===== src/rtl/lower_median_of_two_sets_assert.svh =====
// Assertion macros shared by the lower median block.
`ifndef LOWER_MEDIAN_OF_TWO_SETS_ASSERT_SVH
`define LOWER_MEDIAN_OF_TWO_SETS_ASSERT_SVH

`ifndef SYNTHESIS
`define LMED_ASSERT(lbl, clk, rst_n, ante, cons) \
  lbl: assert property (@(posedge clk) disable iff (!rst_n) (ante) |-> (cons)) \
    else $error("lower median: same-cycle check failed");
`define LMED_ASSERT_NEXT(lbl, clk, rst_n, ante, cons) \
  lbl: assert property (@(posedge clk) disable iff (!rst_n) (ante) |=> (cons)) \
    else $error("lower median: next-cycle check failed");
`else
`define LMED_ASSERT(lbl, clk, rst_n, ante, cons)
`define LMED_ASSERT_NEXT(lbl, clk, rst_n, ante, cons)
`endif

`endif


===== src/rtl/lmed_pkg.sv =====
// Shared constants and controller/datapath handshake types for the lower median block.
`timescale 1ns / 1ps
`default_nettype none

package lmed_pkg;

  localparam int VALUE_W = 32;
  localparam int COUNT_W = 7;

  // Flipping the sign bit makes unsigned order match signed order.
  localparam logic [VALUE_W-1:0] SIGN_BIAS = {1'b1, {(VALUE_W - 1){1'b0}}};

  typedef struct packed {
    logic store;
    logic sel_start;
    logic cand_load;
    logic scan_step;
    logic next_cand;
    logic out_load;
  } lmed_cmd_t;

  typedef struct packed {
    logic scan_last;
    logic hit;
  } lmed_stat_t;

endpackage

`default_nettype wire


===== src/rtl/lmed_ifs.sv =====
// Valid/ready channel interfaces for the input and result beats.
`timescale 1ns / 1ps
`default_nettype none

interface lmed_in_if;
  logic                                 valid;
  logic                                 ready;
  logic signed [lmed_pkg::VALUE_W-1:0]  value;
  logic                                 last;

  modport source (output valid, output value, output last, input ready);
  modport sink   (input valid, input value, input last, output ready);
endinterface

interface lmed_out_if;
  logic                                 valid;
  logic                                 ready;
  logic signed [lmed_pkg::VALUE_W-1:0]  median;
  logic        [lmed_pkg::COUNT_W-1:0]  count_kept;
  logic                                 overflowed;

  modport source (output valid, output median, output count_kept, output overflowed,
                  input ready);
  modport sink   (input valid, input median, input count_kept, input overflowed,
                  output ready);
endinterface

`default_nettype wire


===== src/rtl/lmed_dp.sv =====
// Datapath: value store, fill count, rank counting scan and result register.
`timescale 1ns / 1ps
`default_nettype none

`include "lower_median_of_two_sets_assert.svh"

module lmed_dp #(
  parameter int MAX_ITEMS = 64
) (
  input  wire logic                               clk,
  input  wire logic                               rst_n,
  input  wire lmed_pkg::lmed_cmd_t                cmd,
  output      lmed_pkg::lmed_stat_t               stat,
  input  wire logic [lmed_pkg::VALUE_W-1:0]       in_value,
  output      logic signed [lmed_pkg::VALUE_W-1:0] median,
  output      logic [lmed_pkg::COUNT_W-1:0]       count_kept,
  output      logic                               overflowed
);

  localparam int AW = $clog2(MAX_ITEMS);
  localparam int CW = $clog2(MAX_ITEMS + 1);
  localparam logic [CW-1:0] CAP = CW'(MAX_ITEMS);

  logic [lmed_pkg::VALUE_W-1:0] mem [MAX_ITEMS];

  logic [CW-1:0]                fill_count_r;
  logic                         overflow_r;
  logic [AW-1:0]                cand_idx_r;
  logic [AW-1:0]                scan_idx_r;
  logic [lmed_pkg::VALUE_W-1:0] cand_q_r;
  logic [lmed_pkg::VALUE_W-1:0] scan_q_r;
  logic                         cmp_vld_r;
  logic [CW-1:0]                below_r;
  logic [CW-1:0]                same_r;
  logic [lmed_pkg::VALUE_W-1:0] median_r;
  logic [lmed_pkg::COUNT_W-1:0] count_r;
  logic                         ovf_out_r;

  logic                         full;
  logic [CW-1:0]                rank;
  logic [CW:0]                  span;

  assign full = (fill_count_r == CAP);
  assign rank = (fill_count_r - 1'b1) >> 1;
  assign span = {1'b0, below_r} + {1'b0, same_r};

  assign stat.scan_last = (CW'(scan_idx_r) == (fill_count_r - 1'b1));
  assign stat.hit       = (below_r <= rank) && ({1'b0, rank} < span);

  always_ff @(posedge clk) begin
    if (!rst_n) begin
      fill_count_r <= '0;
      overflow_r   <= 1'b0;
    end else if (cmd.out_load) begin
      fill_count_r <= '0;
      overflow_r   <= 1'b0;
    end else if (cmd.store) begin
      if (full) begin
        overflow_r <= 1'b1;
      end else begin
        fill_count_r <= fill_count_r + 1'b1;
      end
    end
  end

  always_ff @(posedge clk) begin
    if (cmd.store && !full) begin
      mem[fill_count_r[AW-1:0]] <= in_value ^ lmed_pkg::SIGN_BIAS;
    end
  end

  always_ff @(posedge clk) begin
    if (cmd.cand_load) begin
      cand_q_r <= mem[cand_idx_r];
    end
    if (cmd.scan_step) begin
      scan_q_r <= mem[scan_idx_r];
    end
  end

  always_ff @(posedge clk) begin
    if (cmd.sel_start) begin
      cand_idx_r <= '0;
    end else if (cmd.next_cand) begin
      cand_idx_r <= cand_idx_r + 1'b1;
    end
    if (cmd.cand_load) begin
      scan_idx_r <= '0;
    end else if (cmd.scan_step) begin
      scan_idx_r <= scan_idx_r + 1'b1;
    end
  end

  always_ff @(posedge clk) begin
    if (!rst_n) begin
      cmp_vld_r <= 1'b0;
    end else begin
      cmp_vld_r <= cmd.scan_step;
    end
  end

  // Read data arrives in the cycle after its scan address, so counting follows cmp_vld_r.
  always_ff @(posedge clk) begin
    if (cmd.cand_load) begin
      below_r <= '0;
      same_r  <= '0;
    end else if (cmp_vld_r) begin
      if (scan_q_r < cand_q_r) begin
        below_r <= below_r + 1'b1;
      end else if (scan_q_r == cand_q_r) begin
        same_r <= same_r + 1'b1;
      end
    end
  end

  always_ff @(posedge clk) begin
    if (cmd.out_load) begin
      median_r  <= cand_q_r ^ lmed_pkg::SIGN_BIAS;
      count_r   <= lmed_pkg::COUNT_W'(fill_count_r);
      ovf_out_r <= overflow_r;
    end
  end

  assign median     = $signed(median_r);
  assign count_kept = count_r;
  assign overflowed = ovf_out_r;

  `LMED_ASSERT(a_fill_bound, clk, rst_n, 1'b1, fill_count_r <= CAP)
  `LMED_ASSERT_NEXT(a_out_clears_set, clk, rst_n, cmd.out_load, (fill_count_r == '0) && !overflow_r)
  `LMED_ASSERT(a_cand_in_range, clk, rst_n, cmd.next_cand, CW'(cand_idx_r) < (fill_count_r - 1'b1))

endmodule

`default_nettype wire


===== src/rtl/lmed_ctrl.sv =====
// Controller: sequences loading, the candidate scans and the hand-off of the result.
`timescale 1ns / 1ps
`default_nettype none

`include "lower_median_of_two_sets_assert.svh"

module lmed_ctrl (
  input  wire logic                  clk,
  input  wire logic                  rst_n,
  input  wire logic                  in_valid,
  input  wire logic                  in_last,
  output      logic                  in_ready,
  output      logic                  out_valid,
  input  wire logic                  out_ready,
  input  wire lmed_pkg::lmed_stat_t  stat,
  output      lmed_pkg::lmed_cmd_t   cmd
);

  typedef enum logic [2:0] {
    ST_IDLE,
    ST_CAND,
    ST_SCAN,
    ST_DRAIN,
    ST_CHECK,
    ST_DONE
  } state_t;

  state_t state_r, state_nxt;
  logic   out_valid_r, out_valid_nxt;

  always_comb begin
    state_nxt = state_r;
    cmd       = '0;
    in_ready  = (state_r == ST_IDLE);
    unique case (state_r)
      ST_IDLE: begin
        if (in_valid) begin
          cmd.store = 1'b1;
          if (in_last) begin
            cmd.sel_start = 1'b1;
            state_nxt     = ST_CAND;
          end
        end
      end
      ST_CAND: begin
        cmd.cand_load = 1'b1;
        state_nxt     = ST_SCAN;
      end
      ST_SCAN: begin
        cmd.scan_step = 1'b1;
        if (stat.scan_last) begin
          state_nxt = ST_DRAIN;
        end
      end
      ST_DRAIN: begin
        state_nxt = ST_CHECK;
      end
      ST_CHECK: begin
        if (stat.hit) begin
          state_nxt = ST_DONE;
        end else begin
          cmd.next_cand = 1'b1;
          state_nxt     = ST_CAND;
        end
      end
      ST_DONE: begin
        // The result register is free once its previous beat has gone.
        if (!out_valid_r || out_ready) begin
          cmd.out_load = 1'b1;
          state_nxt    = ST_IDLE;
        end
      end
      default: begin
        state_nxt = ST_IDLE;
      end
    endcase
  end

  always_comb begin
    if (cmd.out_load) begin
      out_valid_nxt = 1'b1;
    end else if (out_ready) begin
      out_valid_nxt = 1'b0;
    end else begin
      out_valid_nxt = out_valid_r;
    end
  end

  always_ff @(posedge clk) begin
    if (!rst_n) begin
      state_r     <= ST_IDLE;
      out_valid_r <= 1'b0;
    end else begin
      state_r     <= state_nxt;
      out_valid_r <= out_valid_nxt;
    end
  end

  assign out_valid = out_valid_r;

  `LMED_ASSERT(a_no_store_busy, clk, rst_n, state_r != ST_IDLE, !cmd.store)
  `LMED_ASSERT(a_cmd_exclusive, clk, rst_n, 1'b1, $onehot0({cmd.cand_load, cmd.scan_step, cmd.next_cand, cmd.out_load, cmd.store}))

endmodule

`default_nettype wire


===== src/rtl/lower_median_of_two_sets.sv =====
// Top level of the lower median block: collects a set of values and returns its lower median.
// Items without the last mark are taken one per cycle while idle; the store has room for MAX_ITEMS values.
// After the last beat each candidate in turn is loaded, scanned over the N kept values on the two-port store
// and checked; input is held off until the result is loaded.
// Synchronous active-low reset empties the set and drops any undelivered result.
`timescale 1ns / 1ps
`default_nettype none

module lower_median_of_two_sets #(
  parameter int MAX_ITEMS = 64
) (
  input  wire logic   clk,
  input  wire logic   rst_n,
  lmed_in_if.sink     in_ch,
  lmed_out_if.source  out_ch
);

  lmed_pkg::lmed_cmd_t  cmd;
  lmed_pkg::lmed_stat_t stat;

  lmed_ctrl u_ctrl (
    .clk       (clk),
    .rst_n     (rst_n),
    .in_valid  (in_ch.valid),
    .in_last   (in_ch.last),
    .in_ready  (in_ch.ready),
    .out_valid (out_ch.valid),
    .out_ready (out_ch.ready),
    .stat      (stat),
    .cmd       (cmd)
  );

  lmed_dp #(
    .MAX_ITEMS (MAX_ITEMS)
  ) u_dp (
    .clk        (clk),
    .rst_n      (rst_n),
    .cmd        (cmd),
    .stat       (stat),
    .in_value   (in_ch.value),
    .median     (out_ch.median),
    .count_kept (out_ch.count_kept),
    .overflowed (out_ch.overflowed)
  );

endmodule

`default_nettype wire

===== src/flat_wrapper.sv =====
// flat-port wrapper written by rule: the top's interface ports become plain ports
module lower_median_of_two_sets_flat 
#(
  parameter int MAX_ITEMS = 64
)
  (clk, rst_n, in_ch_valid, in_ch_value, in_ch_last, in_ch_ready, out_ch_valid, out_ch_median, out_ch_count_kept, out_ch_overflowed, out_ch_ready);
  lmed_in_if in_ch_i ();
  lmed_out_if out_ch_i ();
  input  wire logic clk;
  input  wire logic rst_n;
  input wire logic [$bits(in_ch_i.valid)-1:0] in_ch_valid;
  input wire logic [$bits(in_ch_i.value)-1:0] in_ch_value;
  input wire logic [$bits(in_ch_i.last)-1:0] in_ch_last;
  output wire logic [$bits(in_ch_i.ready)-1:0] in_ch_ready;
  output wire logic [$bits(out_ch_i.valid)-1:0] out_ch_valid;
  output wire logic [$bits(out_ch_i.median)-1:0] out_ch_median;
  output wire logic [$bits(out_ch_i.count_kept)-1:0] out_ch_count_kept;
  output wire logic [$bits(out_ch_i.overflowed)-1:0] out_ch_overflowed;
  input wire logic [$bits(out_ch_i.ready)-1:0] out_ch_ready;
  assign in_ch_i.valid = in_ch_valid;
  assign in_ch_i.value = in_ch_value;
  assign in_ch_i.last = in_ch_last;
  assign in_ch_ready = in_ch_i.ready;
  assign out_ch_valid = out_ch_i.valid;
  assign out_ch_median = out_ch_i.median;
  assign out_ch_count_kept = out_ch_i.count_kept;
  assign out_ch_overflowed = out_ch_i.overflowed;
  assign out_ch_i.ready = out_ch_ready;
  lower_median_of_two_sets #(.MAX_ITEMS(MAX_ITEMS)) u_core (.clk(clk), .rst_n(rst_n), .in_ch(in_ch_i), .out_ch(out_ch_i));
endmodule

===== config.mk =====
export PLATFORM = sky130hd
export DESIGN_NAME = lower_median_of_two_sets_flat
export DESIGN_NICKNAME = d
export VERILOG_FILES = /design/src/rtl/lmed_pkg.sv /design/src/rtl/lmed_ifs.sv /design/src/rtl/lmed_dp.sv /design/src/rtl/lmed_ctrl.sv /design/src/rtl/lower_median_of_two_sets.sv /design/src/flat_wrapper.sv
export VERILOG_INCLUDE_DIRS = /design/src /design/src/rtl
export SDC_FILE = /design/constraint.sdc
export NUM_CORES = 2
export LEC_CHECK = 0
export BUFFER_PORTS_ARGS = -buffer_cell sky130_fd_sc_hd__buf_2
export CAP_MARGIN = 20
export CORE_MARGIN = 2
export CORE_UTILIZATION = 52
export CTS_CLUSTER_DIAMETER = 50
export DETAILED_ROUTE_END_ITERATION = 12
export PLACE_DENSITY = 0.72
export SETUP_SLACK_MARGIN = 0.2
export SLEW_MARGIN = 10
export SYNTH_ARGS = -nofsm -noshare
export SYNTH_HDL_FRONTEND = slang
export SYNTH_SLANG_ARGS = --single-unit

===== constraint.sdc =====
create_clock -name clk -period 4.8 [get_ports clk]
set_clock_uncertainty 0.15 [all_clocks]
set_input_delay 0.24 -clock clk [delete_from_list [all_inputs] [get_ports clk]]
set_output_delay 0.24 -clock clk [all_outputs]
set_load 0.05 [all_outputs]

== Word level (Yosys, flattened, before mapping) ==
Memories as Yosys holds them, arrays and structs flattened. A register that Yosys moved wholly into a read port is not among the register bits.
Cells that the tools add are included.

* Register bits: 79
* Memory bits (writable): 2,048
* Bits of input ports: 37
* Memories kept: 1

* Add/subtract/negate cells: 7
* $lt $le $gt $ge: 3
* Eq/ne operators: 12
* Mux-type cells: 19
* Bitwise gates (word level): 5
* Reduce and logical (&&, ||, !) cells: 13

{| class="wikitable"
|+ Memories
! memory !! depth !! width !! read ports !! clocked after memory_dff !! write ports !! line !! text
|-
| u_core.u_dp.mem || 64 || 32 || 2 || 2 || 1 || lmed_dp.sv:24 || <nowiki>logic [lmed_pkg::VALUE_W-1:0] mem [MAX_ITEMS];</nowiki>
|}

{| class="wikitable"
|+ Operator list
! kind !! number
|-
| $eq 32x32->1 || 1
|-
| $lt 32x32->1 || 1
|-
| $add 7x1->7 const B || 3
|-
| $pmux 3 s6 || 1
|-
| $mux 3 || 5
|-
| $add 6x1->6 const B || 2
|-
| $mux 1 || 11
|-
| $add 7x7->8 || 1
|-
| $lt 6x8->1 || 1
|-
| $eq 6x7->1 || 1
|-
| $eq 7x7->1 const B || 1
|-
| $le 7x6->1 || 1
|-
| $sub 7x1->7 const B || 1
|-
| $eq 3x2->1 const B || 2
|-
| $eq 3x3->1 const B || 2
|-
| $ne 2x2->1 const B || 3
|-
| $reduce_and 2->1 || 3
|-
| $not 1->1 || 5
|-
| $mux 2 || 2
|-
| $reduce_and 4->1 || 1
|-
| $eq 3x1->1 const B || 1
|-
| $logic_not 3->1 || 1
|-
| $reduce_and 3->1 || 1
|-
| $logic_and 1x1->1 || 2
|-
| other kinds (5) || 6
|}

== Longest topological paths before layout ==
* Word-level depth: 6
* Gate-level depth with buffers: 15

== Modules after synthesis ==
From an unflattened synthesis, not the netlist that was laid out.

* Cells, all modules: 4,454
* Area, all modules: 99,766.9 µm²

{| class="wikitable"
|+ Modules (own cells, without submodules)
! module !! instances !! cells each !! area an instance (µm²) !! seq. area each (µm²)
|-
| lmed_dp || 1 || 4,423 || 99,486.7 || 65,322.6
|-
| lmed_ctrl || 1 || 31 || 280.3 || 80.1
|}

== Least setup slack after synthesis ==
OpenSTA, ideal clock, no wires.

* Path type: reg2reg
* Start: register u_core.u_ctrl.state_r[2]
* End: memory u_core.u_dp.mem[48][0] (netlist bit), enable pin
* Library setup time: 502 ps
* Arrival: 4,998 ps
* Required time: 4,148 ps
* Path slack: -850 ps
* Cell stages (with the launch flop): 7
* Cells stage by stage: dfxtp_1 clkbuf_1 nor3_2 and2_1 clkbuf_1 nand3_1 nor4_1

* Cells in the longest elaborated chain, start to end: 5

{| class="wikitable"
|+ RTL lines
! element !! line !! text
|-
| start: declaration || lmed_ctrl.sv:28 || <nowiki>state_t state_r, state_nxt;</nowiki>
|-
| start signal: assignment || lmed_ctrl.sv:94 || <nowiki>state_r <= state_nxt;</nowiki>
|-
| $logic_not 3->1 || -- ||
|-
| named net in_ch_ready || flat_wrapper.sv:14 || <nowiki>output wire logic [$bits(in_ch_i.ready)-1:0] in_ch_ready;</nowiki>
|-
| $mux 2 || lmed_ctrl.sv:35 || <nowiki>unique case (state_r)</nowiki>
|-
| $logic_and 1x1->1 || lmed_dp.sv:67 || <nowiki>if (cmd.store && !full) begin</nowiki>
|-
| $mux 1 || lmed_dp.sv:67 ||
|-
| $mux 1 (not written as such) || lmed_dp.sv:68 || <nowiki>mem[fill_count_r[AW-1:0]] <= in_value ^ lmed_pkg::SIGN_BIAS;</nowiki>
|-
| end: declaration || lmed_dp.sv:24 ||
|}

The timed path passes the listed nets, and every way through them passes these cells.

== Worst setup path after layout ==
* Start: register u_core.u_dp.fill_count_r[0]
* End: memory u_core.u_dp.mem[2][22] (netlist bit), enable pin

* Cells in the longest elaborated chain, start to end: 5

{| class="wikitable"
|+ RTL lines
! element !! line !! text
|-
| start: declaration || lmed_dp.sv:26 || <nowiki>logic [CW-1:0] fill_count_r;</nowiki>
|-
| start signal: assignment || lmed_dp.sv:61 || <nowiki>fill_count_r <= fill_count_r + 1'b1;</nowiki>
|-
| $eq 7x7->1 || lmed_dp.sv:43 || <nowiki>assign full = (fill_count_r == CAP);</nowiki>
|-
| $logic_not 1->1 || lmed_dp.sv:67 ||
|-
| $logic_and 1x1->1 || lmed_dp.sv:67 ||
|-
| $mux 1 || lmed_dp.sv:67 ||
|-
| $mux 1 (not written as such) || lmed_dp.sv:68 ||
|}

Parallel ways exist; a longest one is shown, timed or not.

==> flow_summary.ini <==
[yosys]
netlist_instances = 4451
synth_cell_types = 60
async_flop_share_pct = 0
yosys_warnings = 0
seq_area_frac_synth_pct = 65.6
synth_enable_flop_cells = 2152
synth_ff_type = edfxtp_1
synth_seq_cells = 2191
synth_top_area_cell = edfxtp_1
avgSynthCellArea_um2 = 22.4
syn_nets = 4545
synth_top_area_share_pct = 64.8
synth_area_leaders = edfxtp_1 (65%), mux4_2 (29%), a22oi_1 (0.97%)
synth_area_mm2 = 0.0997

[cells_and_area]
layout_common_cells = edfxtp_1 (2,152), mux4_2 (1,280), clkbuf_16 (227), buf_4 (146), a22oi_1 (129)
final_core_util_pct = 59.1
synthToLayoutAreaGrowth_pct = 13.0
layout.cells.non_filler = 7388
finalInstanceArea_mm2 = 0.113
final_nets = 4776
drive_above_1_share_pct = 40.8
layout_commonest_cell = edfxtp_1

[die]
core_region_area_mm2 = 0.190
fp-row-count = 160
die_h_um = 442
initial_core_util_pct = 52.4
die_width_um = 442
ios = 79
die_area_mm2 = 0.195

[setup_path]
cp-start-kind = flip-flop
cp_max_fo = 18
required_ns = 5.18
r2r_start = u_core.u_dp.fill_count_r[0]
r2r_setup_slack_ns = 1.00
worstReg2RegEnd = u_core.u_dp.mem[2][22]
arrival_ns = 4.17
endpoint_kind = flip-flop
crit_type = reg2reg
reg2reg_depth = 8

[power]
finalPower_mw = 53.6
power_density_mw_per_mm2 = 476
power_leakage_nw = 33.9
ir_worst_vdd_v = 0.000356

[detailed_routing]
drt-initial-drc-count = 8131
drc = 0
num_vias = 53600
routedWlPerCell_um = 38.4
vias_per_cell = 7.25
wl_um = 284000
drt_pass1_iterations = 5
postRouteAntennaNets = 0

[timing]
setup_ws_ns = 1.00
whs_ns = 0.134
drv_slew = 0
max_freq_ghz = 0.263
period_share_pct = 79.1
setup_tns_ns = 0
report.final.hold_viol_count = 0
fin_crit_ns = 3.80
finalSetupViolCount = 0
tightestPinTransition_ns = 1.03
rsz0062_at_grt = false
maxSlewHeadroom_pct = 30.5

[clock_network]
clk_pin_slew_worst_paths_ns = 0.06
cts_tree = done
postCtsSetupRepairBufs = 0
htreeDepth = 4
cts_root_buffer = clkbuf_16
cts_sinks = 2191
clock_latency_ns = 0.86
cts_made_buffers = 223
cts_max_path_buffers = 3

[placed_design]
place_hpwl_um = 164000
gp_congestion = 0.867
dp.cells = 6908
numPortBuffers = 78
place_area_mm2 = 0.105
dpl_worst_slack_ns = 1.07

[worst_hold_path]
min-delay-start = out_ch_ready
worstHoldPathCells = 5
hold_path_end = u_core.u_ctrl.state_r[0]
hp-class = in2reg

[global_route]
antenna_found_initial = 15
overflow = 0
grt_max_degree = 78
grt_pass1_wl_um = 400000
grtUsageTotal_pct = 29.1
grt_pass1_vias = 53700

[outcome]
outcome = complete, no violations

[job]
cap_violations = 0
final cells by class:
type / instances / area (µm²)
Clock inverter: 135 / 1170
Clock buffer: 277 / 5870
Sequential cell: 2191 / 65400
Antenna cell: 8 / 20.0
Timing Repair Buffer: 345 / 3590
Multi-Input combinational cell: 1871 / 33200
Inverter: 50 / 195
Tap cell: 2511 / 3140
Fill cell: 13100 / 77800
kinds of logic after synthesis:
group | share of synthesized area [%]
xor gates and xnor gates | 0.281
and+or+nand+nor | 1.34
adders and majority gates | 0.723
muxes | 29.0
DFF | 65.6
buffers and inverters | 1.62
AOI/OAI and AO/OA | 1.44
critical path: stages, from the launching register on:
cell and delay (ns):
dfxtp_1 0.58, inv_1 0.16, ha_1 0.25, nand2b_1 0.10, nor4_1 0.09, a21oi_2 0.44, nand2_1 0.57, nor2_4 0.80
buf_12 0.30
worst max-delay path by stage:
stage	start	to	slack [ns]	depth (start not counted)
finish	u_core.u_dp.fill_count_r[0]	u_core.u_dp.mem[2][22]	1.00	8
global route	u_core.u_dp.fill_count_r[0]	u_core.u_dp.cand_idx_r[5]	0.80	13
CTS	u_core.u_dp.fill_count_r[0]	u_core.u_dp.mem[2][22]	1.06	8
detailed placement	u_core.u_dp.fill_count_r[0]	u_core.u_dp.mem[2][24]	1.07	8
global placement	u_core.u_dp.scan_idx_r[0]	u_core.u_dp.scan_q_r[5]	1.11	6
floorplan	u_core.u_ctrl.state_r[2]	u_core.u_dp.mem[16][0]	0.02	6
synth_stat cells, types with 14 or more instances:
| library cell | instances |
|---|---|
| dfxtp_1 | 39 |
| ha_1 | 56 |
| clkbuf_1 | 203 |
| nand4_1 | 15 |
| xor2_1 | 14 |
| edfxtp_1 | 2152 |
| mux4_2 | 1280 |
| inv_1 | 50 |
| nand2_1 | 106 |
| buf_1 | 36 |
| buf_2 | 93 |
| a21oi_1 | 28 |
| a22oi_1 | 129 |
| nor2_1 | 94 |
| nand3_1 | 14 |
| xnor2_1 | 18 |
| o21ai_0 | 14 |
layer usage:
layer | track usage (%) | up-vias | share of wire, %
met5 | 0 | - | 0.019
li1 | - | 20300 | -
met2 | 46.2 | 3716 | 49
met1 | 39.2 | 28900 | 35
met3 | 7.05 | 586 | 12
met4 | 11.8 | 8 | 4.3
timing repair:
item,in CTS,in global routing
endpoints found under the hold margin,645,830
hold buffers,24,15
resized for setup,0,0
registers in the layout, indices dropped and copies added, names as in the netlist:
signal                    cells
u_core.u_dp.mem            2048
u_core.u_ctrl.state_r         3
u_core.u_ctrl.out_valid       1
u_core.u_dp.scan_idx_r        6
u_core.u_dp.count_kept        7
u_core.u_dp.cand_idx_r        6
u_core.u_dp.cmp_vld_r         1
u_core.u_dp.scan_q_r         32
u_core.u_dp.fill_count_r      7
u_core.u_dp.median           32
u_core.u_dp.overflowed        1
u_core.u_dp.below_r           7
u_core.u_dp.overflow_r        1
u_core.u_dp.cand_q_r         32
u_core.u_dp.same_r            7
report_power, final:
part,switching (mW),internal (mW),total (mW),leakage (nW)
logic,7.14,7.37,14.5,10.8
clock network,7.36,9.46,16.8,3.41
registers,0.593,21.7,22.3,19.7
total,15.1,38.5,53.6,33.9
Note: power is estimated with default switching activity, not from simulation.
